===== src/hw/rtl/mrf_pkg.sv =====
`default_nettype none

package mrf_pkg;

    localparam int DEF_CAPACITY  = 8;
    localparam int DEF_ITEM_SIZE = 16;
    localparam int BYTE_W        = 8;
    localparam int LEN_W         = 5;

    typedef enum logic [1:0] {
        STATUS_OK      = 2'd0,
        STATUS_INVALID = 2'd1,
        STATUS_FULL    = 2'd2,
        STATUS_EMPTY   = 2'd3
    } status_t;

    typedef enum logic [1:0] {
        CMD_PUSH      = 2'd0,
        CMD_PUSH_LAST = 2'd1,
        CMD_POP       = 2'd2
    } cmd_kind_t;

    typedef struct packed {
        cmd_kind_t         kind;
        logic [BYTE_W-1:0] data;
    } cmd_t;

    typedef enum logic {
        BK_IDLE = 1'b0,
        BK_POP  = 1'b1
    } back_state_t;

endpackage

`default_nettype wire


===== src/hw/rtl/mrf_ram.sv =====
`default_nettype none

module mrf_ram #(
    parameter int WIDTH = 8,
    parameter int DEPTH = 16,
    localparam int AW = (DEPTH > 1) ? $clog2(DEPTH) : 1
) (
    input  wire logic             clk,
    input  wire logic             wr_en,
    input  wire logic [AW-1:0]    wr_addr,
    input  wire logic [WIDTH-1:0] wr_data,
    input  wire logic             rd_en,
    input  wire logic [AW-1:0]    rd_addr,
    output logic      [WIDTH-1:0] rd_data
);

    logic [WIDTH-1:0] mem_reg [DEPTH];
    logic [WIDTH-1:0] rd_data_reg;

    always_ff @(posedge clk)
    begin
        if (wr_en)
        begin
            mem_reg[wr_addr] <= wr_data;
        end
        if (rd_en)
        begin
            rd_data_reg <= mem_reg[rd_addr];
        end
    end

    assign rd_data = rd_data_reg;

endmodule

`default_nettype wire


===== src/hw/rtl/mrf_front.sv =====
`default_nettype none

module mrf_front (
    input  wire logic                         clk,
    input  wire logic                         rst_n,
    input  wire logic                         in_valid,
    output logic                              in_ready,
    input  wire logic                         req_type,
    input  wire logic [mrf_pkg::BYTE_W-1:0]   push_byte,
    input  wire logic                         push_last,
    output logic                              cmd_valid,
    input  wire logic                         cmd_ready,
    output mrf_pkg::cmd_t                     cmd
);

    import mrf_pkg::*;

    cmd_t       q_reg [2];
    logic       wr_ptr_reg, wr_ptr_next;
    logic       rd_ptr_reg, rd_ptr_next;
    logic [1:0] cnt_reg, cnt_next;
    cmd_t       in_cmd;
    logic       in_xfer;
    logic       out_xfer;

    // Classify the incoming request.
    always_comb
    begin
        in_cmd.data = push_byte;
        if (req_type)
        begin
            in_cmd.kind = CMD_POP;
        end
        else if (push_last)
        begin
            in_cmd.kind = CMD_PUSH_LAST;
        end
        else
        begin
            in_cmd.kind = CMD_PUSH;
        end
    end

    assign in_ready  = (cnt_reg != 2'd2);
    assign cmd_valid = (cnt_reg != 2'd0);
    assign cmd       = q_reg[rd_ptr_reg];
    assign in_xfer   = in_valid && in_ready;
    assign out_xfer  = cmd_valid && cmd_ready;

    always_comb
    begin
        wr_ptr_next = in_xfer  ? ~wr_ptr_reg : wr_ptr_reg;
        rd_ptr_next = out_xfer ? ~rd_ptr_reg : rd_ptr_reg;
        cnt_next    = cnt_reg + 2'(in_xfer) - 2'(out_xfer);
    end

    always_ff @(posedge clk or negedge rst_n)
    begin
        if (!rst_n)
        begin
            wr_ptr_reg <= 1'b0;
            rd_ptr_reg <= 1'b0;
            cnt_reg    <= 2'd0;
        end
        else
        begin
            wr_ptr_reg <= wr_ptr_next;
            rd_ptr_reg <= rd_ptr_next;
            cnt_reg    <= cnt_next;
        end
    end

    always_ff @(posedge clk)
    begin
        if (in_xfer)
        begin
            q_reg[wr_ptr_reg] <= in_cmd;
        end
    end

endmodule

`default_nettype wire


===== src/hw/rtl/mrf_back.sv =====
`default_nettype none

module mrf_back #(
    parameter int CAPACITY  = mrf_pkg::DEF_CAPACITY,
    parameter int ITEM_SIZE = mrf_pkg::DEF_ITEM_SIZE
) (
    input  wire logic                        clk,
    input  wire logic                        rst_n,
    input  wire logic                        cmd_valid,
    output logic                             cmd_ready,
    input  wire mrf_pkg::cmd_t               cmd,
    output logic                             out_valid,
    input  wire logic                        out_ready,
    output logic [1:0]                       status,
    output logic [mrf_pkg::BYTE_W-1:0]       pop_byte,
    output logic [mrf_pkg::LEN_W-1:0]        msg_length,
    output logic                             last_out,
    output logic                             is_empty,
    output logic                             is_full
);

    import mrf_pkg::*;

    localparam int SW    = $clog2(CAPACITY);
    localparam int CW    = $clog2(CAPACITY + 1);
    localparam int FW    = $clog2(ITEM_SIZE + 1);
    localparam int DEPTH = CAPACITY * ITEM_SIZE;
    localparam int AW    = $clog2(DEPTH);

    back_state_t         state_reg, state_next;
    logic [SW-1:0]       wr_slot_reg, wr_slot_next;
    logic [SW-1:0]       rd_slot_reg, rd_slot_next;
    logic [AW-1:0]       wr_base_reg, wr_base_next;
    logic [AW-1:0]       rd_base_reg, rd_base_next;
    logic [AW-1:0]       pop_base_reg, pop_base_next;
    logic [CW-1:0]       count_reg, count_next;
    logic [FW-1:0]       fill_reg, fill_next;
    status_t             err_reg, err_next;
    logic [FW-1:0]       idx_reg, idx_next;

    logic                out_valid_reg, out_valid_next;
    status_t             out_status_reg, out_status_next;
    logic [BYTE_W-1:0]   out_byte_reg, out_byte_next;
    logic [LEN_W-1:0]    out_len_reg, out_len_next;
    logic                out_last_reg, out_last_next;
    logic                out_empty_reg, out_empty_next;
    logic                out_full_reg, out_full_next;

    logic                out_free;
    logic                cmd_xfer;
    logic                is_push;
    logic                full_now;
    status_t             err_a, err_b;
    logic                room;
    logic [FW-1:0]       fill_b;
    logic                commit;
    logic                pop_last;
    logic [FW-1:0]       idx_inc;

    logic                byte_wr_en, byte_rd_en;
    logic [AW-1:0]       byte_wr_addr, byte_rd_addr;
    logic [BYTE_W-1:0]   byte_rd_data;
    logic                len_wr_en, len_rd_en;
    logic [FW-1:0]       len_rd_data;

    mrf_ram #(
        .WIDTH (BYTE_W),
        .DEPTH (DEPTH)
    ) u_byte_ram (
        .clk     (clk),
        .wr_en   (byte_wr_en),
        .wr_addr (byte_wr_addr),
        .wr_data (cmd.data),
        .rd_en   (byte_rd_en),
        .rd_addr (byte_rd_addr),
        .rd_data (byte_rd_data)
    );

    mrf_ram #(
        .WIDTH (FW),
        .DEPTH (CAPACITY)
    ) u_len_ram (
        .clk     (clk),
        .wr_en   (len_wr_en),
        .wr_addr (wr_slot_reg),
        .wr_data (fill_b),
        .rd_en   (len_rd_en),
        .rd_addr (rd_slot_reg),
        .rd_data (len_rd_data)
    );

    assign out_free  = !out_valid_reg || out_ready;
    assign is_push   = (cmd.kind == CMD_PUSH) || (cmd.kind == CMD_PUSH_LAST);
    assign cmd_ready = (state_reg == BK_IDLE) && ((cmd.kind == CMD_PUSH) || out_free);
    assign cmd_xfer  = cmd_valid && cmd_ready;
    assign full_now  = (count_reg == CW'(CAPACITY));

    // A full ring is judged only at the first byte of a message.
    assign err_a   = (fill_reg == '0 && err_reg == STATUS_OK && full_now) ? STATUS_FULL : err_reg;
    assign room    = (fill_reg < FW'(ITEM_SIZE));
    assign err_b   = room ? err_a : STATUS_INVALID;
    assign fill_b  = room ? fill_reg + FW'(1) : fill_reg;
    assign commit  = (err_b == STATUS_OK);

    assign idx_inc  = idx_reg + FW'(1);
    assign pop_last = (len_rd_data == '0) || (idx_inc == len_rd_data);

    always_comb
    begin
        state_next = state_reg;
        case (state_reg)
            BK_IDLE:
            begin
                if (cmd_xfer && cmd.kind == CMD_POP && count_reg != '0)
                begin
                    state_next = BK_POP;
                end
            end
            BK_POP:
            begin
                if (out_free && pop_last)
                begin
                    state_next = BK_IDLE;
                end
            end
            default:
            begin
                state_next = BK_IDLE;
            end
        endcase
    end

    always_comb
    begin
        wr_slot_next    = wr_slot_reg;
        rd_slot_next    = rd_slot_reg;
        wr_base_next    = wr_base_reg;
        rd_base_next    = rd_base_reg;
        pop_base_next   = pop_base_reg;
        count_next      = count_reg;
        fill_next       = fill_reg;
        err_next        = err_reg;
        idx_next        = idx_reg;
        byte_wr_en      = 1'b0;
        byte_wr_addr    = wr_base_reg + AW'(fill_reg);
        byte_rd_en      = 1'b0;
        byte_rd_addr    = rd_base_reg;
        len_wr_en       = 1'b0;
        len_rd_en       = 1'b0;
        out_valid_next  = out_valid_reg && !out_ready;
        out_status_next = out_status_reg;
        out_byte_next   = out_byte_reg;
        out_len_next    = out_len_reg;
        out_last_next   = out_last_reg;
        out_empty_next  = out_empty_reg;
        out_full_next   = out_full_reg;

        case (state_reg)
            BK_IDLE:
            begin
                if (cmd_xfer && is_push)
                begin
                    byte_wr_en = room && (err_a == STATUS_OK);
                    fill_next  = fill_b;
                    err_next   = err_b;
                    if (cmd.kind == CMD_PUSH_LAST)
                    begin
                        fill_next = '0;
                        err_next  = STATUS_OK;
                        if (commit)
                        begin
                            len_wr_en    = 1'b1;
                            wr_slot_next = (wr_slot_reg == SW'(CAPACITY - 1)) ?
                                           '0 : wr_slot_reg + SW'(1);
                            wr_base_next = (wr_base_reg == AW'((CAPACITY - 1) * ITEM_SIZE)) ?
                                           '0 : wr_base_reg + AW'(ITEM_SIZE);
                            count_next   = count_reg + CW'(1);
                        end
                        out_valid_next  = 1'b1;
                        out_status_next = err_b;
                        out_byte_next   = '0;
                        out_len_next    = commit ? LEN_W'(fill_b) : '0;
                        out_last_next   = 1'b1;
                        out_empty_next  = (count_next == '0);
                        out_full_next   = (count_next == CW'(CAPACITY));
                    end
                end
                else if (cmd_xfer)
                begin
                    if (count_reg == '0)
                    begin
                        out_valid_next  = 1'b1;
                        out_status_next = STATUS_EMPTY;
                        out_byte_next   = '0;
                        out_len_next    = '0;
                        out_last_next   = 1'b1;
                        out_empty_next  = 1'b1;
                        out_full_next   = 1'b0;
                    end
                    else
                    begin
                        // Fetch length and first byte; retire the slot at once.
                        len_rd_en     = 1'b1;
                        byte_rd_en    = 1'b1;
                        pop_base_next = rd_base_reg;
                        idx_next      = '0;
                        rd_slot_next  = (rd_slot_reg == SW'(CAPACITY - 1)) ?
                                        '0 : rd_slot_reg + SW'(1);
                        rd_base_next  = (rd_base_reg == AW'((CAPACITY - 1) * ITEM_SIZE)) ?
                                        '0 : rd_base_reg + AW'(ITEM_SIZE);
                        count_next    = count_reg - CW'(1);
                    end
                end
            end
            BK_POP:
            begin
                byte_rd_addr = pop_base_reg + AW'(idx_inc);
                if (out_free)
                begin
                    out_valid_next  = 1'b1;
                    out_status_next = STATUS_OK;
                    out_byte_next   = (len_rd_data == '0) ? '0 : byte_rd_data;
                    out_len_next    = LEN_W'(len_rd_data);
                    out_last_next   = pop_last;
                    out_empty_next  = (count_reg == '0);
                    out_full_next   = full_now;
                    if (!pop_last)
                    begin
                        byte_rd_en = 1'b1;
                        idx_next   = idx_inc;
                    end
                end
            end
            default:
            begin
            end
        endcase
    end

    always_ff @(posedge clk or negedge rst_n)
    begin
        if (!rst_n)
        begin
            state_reg     <= BK_IDLE;
            wr_slot_reg   <= '0;
            rd_slot_reg   <= '0;
            wr_base_reg   <= '0;
            rd_base_reg   <= '0;
            count_reg     <= '0;
            fill_reg      <= '0;
            err_reg       <= STATUS_OK;
            out_valid_reg <= 1'b0;
        end
        else
        begin
            state_reg     <= state_next;
            wr_slot_reg   <= wr_slot_next;
            rd_slot_reg   <= rd_slot_next;
            wr_base_reg   <= wr_base_next;
            rd_base_reg   <= rd_base_next;
            count_reg     <= count_next;
            fill_reg      <= fill_next;
            err_reg       <= err_next;
            out_valid_reg <= out_valid_next;
        end
    end

    always_ff @(posedge clk)
    begin
        pop_base_reg   <= pop_base_next;
        idx_reg        <= idx_next;
        out_status_reg <= out_status_next;
        out_byte_reg   <= out_byte_next;
        out_len_reg    <= out_len_next;
        out_last_reg   <= out_last_next;
        out_empty_reg  <= out_empty_next;
        out_full_reg   <= out_full_next;
    end

    assign out_valid  = out_valid_reg;
    assign status     = out_status_reg;
    assign pop_byte   = out_byte_reg;
    assign msg_length = out_len_reg;
    assign last_out   = out_last_reg;
    assign is_empty   = out_empty_reg;
    assign is_full    = out_full_reg;

endmodule

`default_nettype wire


===== src/hw/rtl/message_ring_fifo_core.sv =====
`default_nettype none

// Message ring FIFO: CAPACITY fixed slots of ITEM_SIZE bytes hold whole
// messages. Push a message one byte per transfer with push_last on its final
// byte; that byte returns one status result (ok with the length, invalid length
// when the message outgrew a slot, or full when no slot was free as it began),
// and a rejected message leaves nothing behind. A pop returns the oldest message
// as one result per byte, each with the length, last_out on the final byte, or a
// single empty result. Every result carries is_empty and is_full as they stand
// after that request. Requests pass a two-entry command queue into the executor,
// so the queue holds up to two requests while the executor or the result port
// stalls. A pop first makes a registered read of the slot length and first byte
// from the slot RAMs, then returns one byte per cycle, as long as the result port
// takes them, from the single read port of the byte RAM. Storage needs no
// initialization after reset.
module message_ring_fifo_core #(
    parameter int CAPACITY  = mrf_pkg::DEF_CAPACITY,
    parameter int ITEM_SIZE = mrf_pkg::DEF_ITEM_SIZE
) (
    input  wire logic                        clk,
    input  wire logic                        rst_n,
    input  wire logic                        in_valid,
    output logic                             in_ready,
    input  wire logic                        req_type,
    input  wire logic [mrf_pkg::BYTE_W-1:0]  push_byte,
    input  wire logic                        push_last,
    output logic                             out_valid,
    input  wire logic                        out_ready,
    output logic [1:0]                       status,
    output logic [mrf_pkg::BYTE_W-1:0]       pop_byte,
    output logic [mrf_pkg::LEN_W-1:0]        msg_length,
    output logic                             last_out,
    output logic                             is_empty,
    output logic                             is_full
);

    import mrf_pkg::*;

    logic cmd_valid;
    logic cmd_ready;
    cmd_t cmd;

    mrf_front u_front (
        .clk       (clk),
        .rst_n     (rst_n),
        .in_valid  (in_valid),
        .in_ready  (in_ready),
        .req_type  (req_type),
        .push_byte (push_byte),
        .push_last (push_last),
        .cmd_valid (cmd_valid),
        .cmd_ready (cmd_ready),
        .cmd       (cmd)
    );

    mrf_back #(
        .CAPACITY  (CAPACITY),
        .ITEM_SIZE (ITEM_SIZE)
    ) u_back (
        .clk        (clk),
        .rst_n      (rst_n),
        .cmd_valid  (cmd_valid),
        .cmd_ready  (cmd_ready),
        .cmd        (cmd),
        .out_valid  (out_valid),
        .out_ready  (out_ready),
        .status     (status),
        .pop_byte   (pop_byte),
        .msg_length (msg_length),
        .last_out   (last_out),
        .is_empty   (is_empty),
        .is_full    (is_full)
    );

endmodule

`default_nettype wire

===== config.mk =====
export PLATFORM = sky130hd
export DESIGN_NAME = message_ring_fifo_core
export DESIGN_NICKNAME = d
export VERILOG_FILES = /design/src/hw/rtl/mrf_pkg.sv /design/src/hw/rtl/mrf_ram.sv /design/src/hw/rtl/mrf_front.sv /design/src/hw/rtl/mrf_back.sv /design/src/hw/rtl/message_ring_fifo_core.sv
export SDC_FILE = /design/constraint.sdc
export NUM_CORES = 2
export LEC_CHECK = 0
export BUFFER_PORTS_ARGS = -buffer_cell sky130_fd_sc_hd__buf_2
export CAP_MARGIN = 15
export CORE_AREA = 10 10 317 396
export DETAILED_ROUTE_END_ITERATION = 8
export DIE_AREA = 0 0 327 406
export PLACE_DENSITY_LB_ADDON = 0.2
export SYNTH_ARGS = -nofsm -noshare
export SYNTH_HDL_FRONTEND = slang
export SYNTH_SLANG_ARGS = --single-unit

===== constraint.sdc =====
create_clock -name clk -period 3.8 [get_ports clk]
set_input_delay 0.19 -clock clk [delete_from_list [all_inputs] [get_ports clk]]
set_output_delay 0.19 -clock clk [all_outputs]
set_load 0.01 [all_outputs]

# ---- Word level (Yosys, flattened, before mapping)
# Memories as Yosys holds them, arrays and structs flattened. A register that Yosys moved wholly into a read port is not among the register bits.
# Cells that the tools add are included.
dict set report totals {
  n_memories 3
  in_bits 14
  mem_bits_ro 0
  latchBits 0
  ramBits 1084
  register_bits 67
}
dict set report classes {
  shift 0
  div_mod_pow 0
  n_bitwise 5
  add_sub_neg 12
  reduce_logical 34
  eq_ne 20
  mul 0
  n_mux 90
  order_cmp 1
}
# name words word_bits read_ports rd_ports_with_merged_regs wr line_no
set mem_list {}
lappend mem_list {u_back.u_byte_ram.mem_reg 128 8 1 1 1 mrf_ram.sv:17} ;# logic [WIDTH-1:0] mem_reg [DEPTH];
lappend mem_list {u_back.u_len_ram.mem_reg 8 5 1 1 1 mrf_ram.sv:17}
lappend mem_list {u_front.q_reg 2 10 1 0 1 mrf_front.sv:18} ;# cmd_t q_reg [2];
# operator n
set op_table {}
lappend op_table {{two-way mux 5 bit} 13}
lappend op_table {{two-way mux 8 bit} 6}
lappend op_table {{two-way mux 1 bit} 39}
lappend op_table {{two-way mux 4 bit} 8}
lappend op_table {{two-way mux 7 bit} 3}
lappend op_table {{case mux 5 bit (2 select lines)} 2}
lappend op_table {{two-way mux 2 bit} 9}
lappend op_table {{case mux 8 bit (2 select lines)} 1}
lappend op_table {{AND reduction 4 bit} 4}
lappend op_table {{adder 7 x 5 -> 7 bit} 2}
lappend op_table {{adder 7 x 5 -> 7 bit, second input constant} 2}
lappend op_table {{equality test 7 bit, second input constant} 2}
lappend op_table {{case mux 1 bit (2 select lines)} 6}
lappend op_table {{logical AND 1 bit} 11}
lappend op_table {{adder 5 x 1 -> 5 bit, second input constant} 2}
lappend op_table {{logical NOT 5 bit} 2}
lappend op_table {{!= test 2 bit, second input constant} 5}
lappend op_table {{equality test 4 bit, second input constant} 2}
lappend op_table {{logical NOT 2 bit} 4}
lappend op_table {{logical NOT 4 bit} 2}
lappend op_table {{adder 3 x 1 -> 3 bit, second input constant} 2}
lappend op_table {{equality test 3 bit, second input constant} 2}
lappend op_table {{two-way mux 3 bit} 2}
lappend op_table {{!= test 2 x 1 -> 1 bit, second input constant} 3}
lappend op_table {{18 further kinds} 28}

# ---- Logic depth before layout (Yosys ltp)
dict set report logic_depth {
  ltp_word 14
  ltp_mapped 13
}

# ---- Hierarchy
# Synthesis repeated with hierarchy kept, for this count alone.
dict set report unflattened {
  cells_unflattened 2037
  hier_area_um2 45297.2
}
# module cells_per_inst instances seq_area_each_um2 area_each_um2
set by_module_without_submodules {}
lappend by_module_without_submodules {{mrf_ram at u_back.u_byte_ram} 1635 1 30989.7 39745.6}
lappend by_module_without_submodules {mrf_back 273 1 1406.3 2849.0}
lappend by_module_without_submodules {{mrf_ram at u_back.u_len_ram} 75 1 1351.3 1744.2}
lappend by_module_without_submodules {mrf_front 54 1 700.7 958.4}

# ---- Worst setup path before layout
# Ideal clock, no wire load.
dict set report synth_timing {
  kind {register to register}
  startpoint {register u_back.idx_reg[1]}
  endpoint {register u_back.u_byte_ram.rd_data_reg[0], in the netlist u_back.u_byte_ram.rd_data[0], read port of u_back.u_byte_ram.mem_reg, enable pin}
  arrival_ns 2.714
  n_path_buf 5
  path_stages_with_launch 11
  required_time_ns 3.416
  slack_ns 0.702
  cell_sequence {edfxtp_1 ha_1 buf_2 buf_2 buf_2 buf_2 buf_2 xnor2_1 nand4_1 o21ai_0 o21ai_0}
}
dict set report synth_between {
  elab_chain_len 6
}
# item line_no
set synth_rtl {}
lappend synth_rtl {{from (decl)} mrf_back.sv:39} ;# logic [FW-1:0] idx_reg, idx_next;
lappend synth_rtl {{from (signal assigned)} mrf_back.sv:271} ;# idx_reg <= idx_next;
lappend synth_rtl {{adder 5 x 1 -> 5 bit} mrf_back.sv:105} ;# assign idx_inc = idx_reg + FW'(1);
lappend synth_rtl {{named net u_back.idx_inc[1]} mrf_back.sv:58} ;# logic [FW-1:0] idx_inc;
lappend synth_rtl {{equality test 5 bit} mrf_back.sv:106} ;# assign pop_last = (len_rd_data == '0) || (idx_inc == len_rd_data);
lappend synth_rtl {{logical OR 1 bit} mrf_back.sv:106}
lappend synth_rtl {{two-way mux 1 bit} mrf_back.sv:227} ;# if (!pop_last)
lappend synth_rtl {{two-way mux 1 bit} mrf_back.sv:218} ;# if (out_free)
lappend synth_rtl {{case mux 1 bit (2 select lines)} mrf_back.sv:158} ;# case (state_reg)
lappend synth_rtl {{named net u_back.byte_rd_en} mrf_back.sv:60} ;# logic byte_wr_en, byte_rd_en;
lappend synth_rtl {{to (decl)} mrf_ram.sv:18} ;# logic [WIDTH-1:0] rd_data_reg;
# The timed path passes the listed nets, and every way through them passes these cells.
# A chain may end at the register's enable or synchronous reset.

# ---- Worst setup path in the final report
dict set report layout_timing {
  startpoint {register u_back.idx_reg[1]}
  endpoint {register u_back.u_byte_ram.rd_data_reg[6], in the netlist u_back.u_byte_ram.rd_data[6], read port of u_back.u_byte_ram.mem_reg, data pin}
}
dict set report layout_between {
  elab_chain_len 6
}
# item line_no
set layout_rtl {}
lappend layout_rtl {{adder 5 x 1 -> 5 bit *} mrf_back.sv:105}
lappend layout_rtl {{named net u_back.idx_inc[1]} mrf_back.sv:58}
lappend layout_rtl {{equality test 5 bit} mrf_back.sv:106}
lappend layout_rtl {{logical OR 1 bit} mrf_back.sv:106}
lappend layout_rtl {{two-way mux 1 bit} mrf_back.sv:227}
lappend layout_rtl {{two-way mux 1 bit} mrf_back.sv:218}
lappend layout_rtl {{case mux 1 bit (2 select lines)} mrf_back.sv:158}
# The timed path passes the listed nets; every way through them passes the cells marked *.

==> qor.txt <==
outcome = finished, final reports clean
largest net degree at the start of global routing = 119
total power = 51.3 mW
worst slack, placed = 115 ps
DRT met1 WL = 50300 um
Worst path max stage delay = 570 ps
commonest non-fill, non-tap cells in the layout = 1123 x edfxtp_1, 333 x o22ai_1, 235 x buf_4
ratio of cells with drive above 1 in the final layout = 20.1%
CP Max Fanout = 91
fin util = 45.9%
Distinct cells, synth = 70
boundary pin count = 34
sw power = 20.8 mW
H-tree Lvls = 3
total core area = 118000 um^2
Ys Warns = 0
Final setup viols = 0
Cell Rows = 141
Clk network pwr share = 21.3%
Reg clk slew, reported paths = 60 ps
fmax = 272 MHz
EDFF count, synth = 1123
RSZ-0062 raised after global routing = false
Die Span Y = 406 um
WL met2 = 65900 um
antenna viol nets, final = 0
Slew @ Worst Pin = 958 ps
CP Class = register to register
Layout Cells excl Fill = 4794
final hold viol count = 0
CP startpoint kind = register
peak supply drop = 819 uV
die width = 327 um
WL met3 = 6760 um
Post-synth ARST share = 2.52%
Final Hold Slack = 44.8 ps
slowest cell on the critical path = ha_4
Post-DP Area = 50300 um^2
finished layout cell area = 54000 um^2
# DRC = 0
worst hold path type = input port to async pin
average instance area after synthesis = 16.0 um^2
CP Cell Sequence = ha_4 -> buf_16 -> mux2_2 -> o221ai_1 -> mux2i_1 -> a211o_1 -> mux2i_1 -> o211ai_1 -> o221a_2
input/output buffers = 33
WL/cell = 26.6 um
Layout area overhead = 15.4%
CP Capture Type = register
via count = 27733
deepest clock path buffer count = 3
Worst Path Required = 4290 ps
sequential share of power = 31.5%
CTS buffer count = 112
cell internal pwr = 30.5 mW
Top FF cell, synth = edfxtp_1
Comb pwr share = 47.2%
Largest register FFs = 1024
die footprint = 133000 um^2
Worst-Skew Late Latency = 730 ps
worst r2r src = u_back.idx_reg[1]
crit path from = u_back.idx_reg[1]
Cell Area, Synth = 46800 um^2
arrival time worst endpoint = 4160 ps
1st-pass router iterations = 5
TNS Setup = 0 ps
register bit total from synthesis = 1152
placed cells = 4575
number of global-route vias before repair = 28495
clock sink count = 1152
GRT Total Usage = 18.8%
fin crit period = 3670 ps
antenna violations before repair = 1
worst setup margin = 130 ps
hpwl dp = 79500 um
register area share after synthesis = 73.6%
DRT Wirelength = 127000 um
max layer used = met4
CTS tree = built
ANT cells = 0
Max Slew Vio Count = 0
first-pass GRT wire length = 188000 um
clock root cell = clkbuf_16
most used cell along the critical path = mux2i_1
DR vias/cell = 5.78
# Max-Cap Violations = 0
leakage power = 17.6 nW
Iter 0 DRT Violations = 2360
cells after synthesis = 2923
gr ovfl total = 0
routability congestion estimate = 0.853
initial core utilization = 39.8%
Tcrit/Tclk final = 96.6%
commonest non-fill, non-tap cell in the layout = edfxtp_1
Switching Share = 40.5%
Slew headroom = 35.9%
Clock Skew = 34.3 ps
nets@finish = 3165
pwr/cell area = 950 nW/um^2
synthesized netlist by cell type, types with 6 or more instances:
library cell	n	share of area [%]
buf_1	29	0.23
nand2b_1	13	0.17
inv_1	23	0.18
and2_1	14	0.19
dfrtp_1	29	1.6
a211oi_1	119	1.9
mux2_2	128	3.1
o21ai_0	21	0.22
a2111oi_0	6	0.11
mux2i_1	119	2.5
a211oi_2	9	0.24
ha_1	22	0.59
clkbuf_1	77	0.62
or4_1	8	0.13
nor2b_1	11	0.15
nor3_1	54	0.58
a22oi_1	62	0.99
a21o_1	7	0.11
o2bb2ai_1	6	0.11
o221ai_1	12	0.22
nand3_1	11	0.12
a31oi_1	7	0.094
nor4_1	8	0.11
buf_2	95	1.0
a221oi_1	50	0.94
a21oi_1	128	1.4
xnor2_1	14	0.26
mux4_2	42	2.0
buf_4	9	0.14
xor2_1	9	0.17
nor2_1	179	1.4
nand2_1	81	0.65
edfxtp_1	1123	72
o22ai_1	333	4.5
timing repair:
item,in CTS,in global routing
gates resized for setup,0,2
endpoints found under the hold margin,52,0
setup buffers,0,0
endpoints found under the setup margin,0,2
hold buffers,13,0
critical path, delay by kind of cell, from the launching register on:
kind                       cells  cell delay, ps
DFF                            1             500
muxes                          3             910
adders and majority gates      1             570
buffers and inverters          1             390
AOI/OAI and AO/OA              4             930
area by class of cell:
class | count | area [um^2]
clock buffers | 138 | 2950
clock inverters | 68 | 637
fillers | 10134 | 63700
inverters | 24 | 97.6
multi-input cells | 1534 | 11300
flip-flops and latches | 1152 | 34500
well taps | 1573 | 1970
repair buffers | 305 | 2550
kinds of logic after synthesis:
family                   count (synthesis)  synth area share, %
AND/OR/NAND/NOR                        413                 4.11
multiplexers                           290                 7.69
flip-flops                            1152                 73.6
AO/OA/AOI/OAI                          783                 11.2
adder cells (fa/ha/maj)                 22                0.588
XOR/XNOR                                24                0.481
other                                    1              0.00801
buffers and inverters                  238                 2.30
layer usage:
metal	track usage, %	vias up
met2	33.3	948
met3	2.27	200
met4	7.46	0
li1	-	12266
met1	23.2	14319
met5	0	-
final timing paths:
check | to | slack [ps] | cells after the start
worst min-delay path | u_back.count_reg[0] | 40 | 2
max in group asynchronous | u_back.state_reg | 3250 | 2
worst min register to register | u_front.wr_ptr_reg | 490 | 1
min in group clk | u_front.q_reg[1][1] | 210 | 2
worst max-delay path | u_back.u_byte_ram.rd_data[6] | 130 | 9
worst max register to register | u_back.u_byte_ram.rd_data[6] | 130 | 9
power groups by stage:
stage	Combinational (mW)	Sequential, mW	Clock (mW)
finish	24.2	16.2	10.9
global route	25.6	16.2	11.7
CTS	24.2	16.2	11.1
detailed placement	24.1	16.4	0
global placement	23.9	16.4	0
floorplan	14.3	16.4	0
Power figures use the tool's default switching activity.
